==> config.mk <==
export PLATFORM = sky130hd
export DESIGN_NAME = hed_ram
export DESIGN_NICKNAME = d
export VERILOG_FILES = /design/src/rtl/core/hed_ram.sv
export SDC_FILE = /design/constraint.sdc
export NUM_CORES = 2
export LEC_CHECK = 0
export BUFFER_PORTS_ARGS = -buffer_cell sky130_fd_sc_hd__buf_4
export CAP_MARGIN = 15
export CORE_MARGIN = 5
export CORE_UTILIZATION = 36
export DETAILED_ROUTE_END_ITERATION = 8
export PLACE_DENSITY = 0.59
export SYNTH_ARGS = -nofsm -noshare
export SYNTH_HDL_FRONTEND = slang
export SYNTH_SLANG_ARGS = --single-unit
==> constraint.sdc <==
create_clock -name clk -period 1.94 [get_ports clk]
set_input_delay 0.097 -clock clk [delete_from_list [all_inputs] [get_ports clk]]
set_output_delay 0.097 -clock clk [all_outputs]
set_load 0.02 [all_outputs]
==> src/rtl/core/hed_ram.sv <==
// ----------------------------------------------------------------------------
// Generic RAM
// One write port and one read port with registered, read-first output.
// ----------------------------------------------------------------------------
`timescale 1ns / 1ps

module hed_ram #(
  parameter int WIDTH = 8,
  parameter int DEPTH = 256,
  localparam int AW = (DEPTH > 1) ? $clog2(DEPTH) : 1
) (
  input  logic             clk,
  input  logic             wr_en,
  input  logic [AW-1:0]    wr_addr,
  input  logic [WIDTH-1:0] wr_data,
  input  logic [AW-1:0]    rd_addr,
  output logic [WIDTH-1:0] rd_data
);

  logic [WIDTH-1:0] mem [DEPTH];

  always_ff @(posedge clk) begin
    if (wr_en) begin
      mem[wr_addr] <= wr_data;
    end
    rd_data <= mem[rd_addr];
  end

endmodule

### Word level (Yosys, flattened, before mapping)

Memory sizes are Yosys's and may differ from the RTL's. A register that Yosys moved wholly into a read port is not among the register bits.
Cells that the tools add are included.

| storage, ports and cells | value |
|---|---|
| bits in registers | 0 |
| output and inout bits | 8 |
| bits in writable memories | 2048 |
| bits of input ports | 26 |
| logic and storage cells | 3 |
| memories | 1 |

| operators by class | value |
|---|---|
| multiplexer cells | 2 |

Memory list:

| memory | depth | width | rd ports | clocked after Yosys merged registers in | wr ports | RTL line | source |
|---|---|---|---|---|---|---|---|
| mem | 256 | 8 | 1 | 1 | 1 | 20 | `logic [WIDTH-1:0] mem [DEPTH];` |

Operator list:

| kind | count |
|---|---|
| 1-bit two-way mux | 2 |

### Longest topological paths before layout

| logic depth | value |
|---|---|
| depth after elaboration | 2 |
| mapped depth | 11 |
| depth with buffers taken out | 6 |

### Worst setup path after synthesis

OpenSTA, ideal clock, no wires.

| timing | value |
|---|---|
| path type | input -> register |
| start point | in rd_addr[0] |
| end point | reg rd_data[2] (read register of mem) |
| arrival | 1.904 ns |
| stages on the path | 9 |
| slack | -0.095 ns |
| library setup time | 0.131 ns |
| required time | 1.809 ns |
| path buffers | 4 |
| path through | buf_6 buf_12 buf_8 buf_2 mux4_2 a22oi_1 a21oi_1 nor4_1 nor4_2 |

RTL lines:

| element | RTL line | source |
|---|---|---|
| start, declared | 16 | `input logic [AW-1:0] rd_addr,` |
| end, declared | 17 | `output logic [WIDTH-1:0] rd_data` |

==> flow_summary.yaml <==
outcome:
  status: "finished with violations"
  violations: "setup timing"
final_layout:
  fill_cells: 18658
  fin_nets: 4536
  fin_area_sq_um: 96400
  syn2layout_area_growth_pct: 21.2
  drive_above_1_share_pct: 34.0
  post-route-util_pct: 43.9
clock_tree:
  clkTransAtPathRegs_ps: 60
  cts_root_buffer: "clkbuf_16"
  cts_tree: "done"
  cts_buffers: 207
  ctsHtreeMaxLevel: 4
  cts_buffer_depth: 3
  cts_setup_buffers: 0
  clkLatencyLatePin_ps: 850
  tritoncts_num_sinks: 2056
floorplanning:
  chipWidth_um: 480
  ios: 34
  initial_core_util_pct: 36.2
  die_h_um: 480
  rows: 172
  dieArea_sq_um: 230000
  core_sq_um: 220000
placed_design:
  place_area_sq_um: 89200
  numPortBuffers: 33
  place_hpwl_um: 139000
  finalWeightedCongestion: 0.846
detailed_routing:
  wl_um: 210000
  drt-wirelength-per-cell_um: 27.4
  vias: 41118
  drtIter0Drc: 4427
  drtPass1Iterations: 6
  ant_nets: 0
  post_drt_via_cell_ratio: 5.38
  remaining_drc_errors: 0
critical_path:
  reg2reg_depth: 6
  r2r_slack_ps: -440
  r2r-start: "mem[82][7]"
  cp_data_required_time_ps: 2650
  reg2reg_to: "rd_data[7]"
  path_class: "reg2reg"
  arrival_ps: 3090
  end_kind: "flip-flop"
  start_kind: "flip-flop"
  cp_max_fo: 1
synth:
  ys_ff_latch: 2056
  postSynthAreaPerCell_sq_um: 21.3
  mappedNetlistArea_sq_um: 79600
  synth_warnings: 0
  synth_cells: 3733
  synth_nets: 3759
  synthFlopType: "edfxtp_1"
  synth_edf_count: 2048
  synth.top_cell.area_share_pct: 77.3
  synth_top_area_cell: "edfxtp_1"
  ys_async_sr_fraction_pct: 0
  synth_cell_types: 55
  yosysSeqAreaShare_pct: 77.5
  yosys-top-cells-area: "edfxtp_1, mux4_2, mux2i_1, nor2_1, a22oi_1"
global_routing:
  grt_first_pass_wirelength_um: 302000
  overflow: 0
  antenna_found_initial: 13
  grtUsageTotal_pct: 18.0
  grt_max_degree: 94
  grt_pass1_vias: 41658
timing:
  clock_skew_ps: 55.2
  slew_headroom_pct: 37.5
  fin_ws_ps: -441
  setup_viol: 8
  max_freq_mhz: 420
  finalCritPeriodShare_pct: 123
  hold_viol_final: 0
  slew_violations: 0
  min_period_ps: 2380
  rsz0062_at_grt: "yes"
  tightest_slew_ps: 934
power_and_ir_drop:
  power.leakage_nw: 31.1
  powerDensity_nw_per_um2: 977
  ir_worst_vdd_mv: 0.944
min_path:
  whs_path_depth: 4
  hp-class: "in2reg"
  min_from: "wr_en"
  hold-path-endpoint: "mem[212][6]"
flow_run:
  drv_cap: 0
-- critical path: stages, from the launching register on --
cell and delay (ps):
edfxtp_1 360, mux4_2 520, mux4_2 570, nor2b_4 170
nor4_4 330, buf_4 230, nor4_2 40
-- repair_timing --
item | 4_1_cts | 5_1_grt
pin swaps | 12 | 11
setup endpoints to repair | 8 | 153
hold endpoints to repair | 2045 | 0
gates resized for setup | 31 | 20
hold buffers | 19 | 0
-- flip-flops by register name (all words and copies together) (netlist names) --
signal	flops
rd_data	8
mem	2048
-- cell usage after synthesis, types with 22 or more instances --
cell / instances
buf_1: 22
o22ai_1: 28
edfxtp_1: 2048
a22oi_1: 133
o221ai_1: 46
mux2i_1: 134
nor3_1: 22
nor2b_1: 31
a21oi_1: 96
nor4_1: 24
mux4_2: 454
buf_4: 27
nand3_1: 34
buf_2: 31
nand2_1: 33
nor2_1: 282
clkbuf_1: 111
-- routing by layer --
metal / GRT usage (%) / wire length, um / part of all wire [%] / up-vias
met5: 0 / 12 / 0.0057 / -
met4: 6.07 / 6840 / 3.3 / 2
met3: 4.06 / 17000 / 8.1 / 333
met2: 28.6 / 100000 / 48 / 1697
met1: 24.7 / 85400 / 41 / 21785
li1: - / - / - / 17301
-- kinds of logic (layout without fill, tap and decap cells) --
logic type | after synthesis | count (layout) | share of synthesized area [%]
AO/OA/AOI/OAI | 385 | 385 | 3.42
buffers and inverters | 235 | 1185 | 1.83
flip-flops | 2056 | 2056 | 77.5
multiplexers | 591 | 591 | 14.6
other | 0 | 7 | 0
AND/OR/NAND/NOR | 466 | 466 | 2.63
-- how the worst max path moves through the flow --
stage	startpoint	end
3_5_place_dp	rd_addr[0]	rd_data[7]
6_report	mem[82][7]	rd_data[7]
4_1_cts	mem[81][7]	rd_data[7]
2_1_floorplan	rd_addr[0]	rd_data[2]
3_3_place_gp	rd_addr[0]	rd_data[7]
5_1_grt	mem[83][7]	rd_data[7]
-- through the flow --
step / setup WS [ps] / hold WS [ps] / setup TNS [ps] / cells / total power, mW
2_1_floorplan: -9.10 / 196 / -23.4 / 3733 / 52.4
3_3_place_gp: -1590 / 406 / -38010 / 7240 / 55.5
3_5_place_dp: -1440 / 411 / -42620 / 7241 / 55.5
4_1_cts: -460 / 16.0 / -3180 / 7641 / 95.0
5_1_grt: -466 / 46.2 / -2970 / 7643 / 97.2
6_report: -441 / 61.3 / -2400 / 7648 / 94.2
-- cells in the final DEF (no fill, tap or decap), types with 13 or more instances in the layout --
cell type / Yosys / routed
bufinv_16: 0 / 19
edfxtp_1: 2048 / 2048
mux4_2: 454 / 454
nor2_1: 282 / 274
mux2i_1: 134 / 134
clkbuf_1: 111 / 39
o22ai_1: 28 / 28
a21oi_1: 96 / 96
o221ai_1: 46 / 45
buf_4: 27 / 661
clkbuf_16: 0 / 207
dlygate4sd3_1: 0 / 18
nand3_1: 34 / 34
clkinv_2: 0 / 34
nand2_1: 33 / 33
a22oi_1: 133 / 130
nor3_1: 22 / 13
nor2b_1: 31 / 25
buf_12: 8 / 110
clkinv_1: 1 / 54
-- power breakdown --
group	switching, mW	internal, mW
logic	3.21	2.35
clock network	17.1	22.4
registers	0.133	49.0
total	20.4	73.7
-- final cells by class --
| type | count | area (sq um) | area share (%) |
|---|---|---|---|
| flip-flops and latches | 2056 | 61700 | 64.0 |
| repair buffers | 801 | 7520 | 7.80 |
| well taps | 2958 | 3700 | 3.84 |
| multi-input cells | 1442 | 16700 | 17.4 |
| clock buffers | 251 | 5400 | 5.60 |
| inverters | 2 | 7.51 | 0.00779 |
| diodes | 7 | 17.5 | 0.0182 |
| clock inverters | 131 | 1350 | 1.40 |
Note: power is estimated with default switching activity, not from simulation.
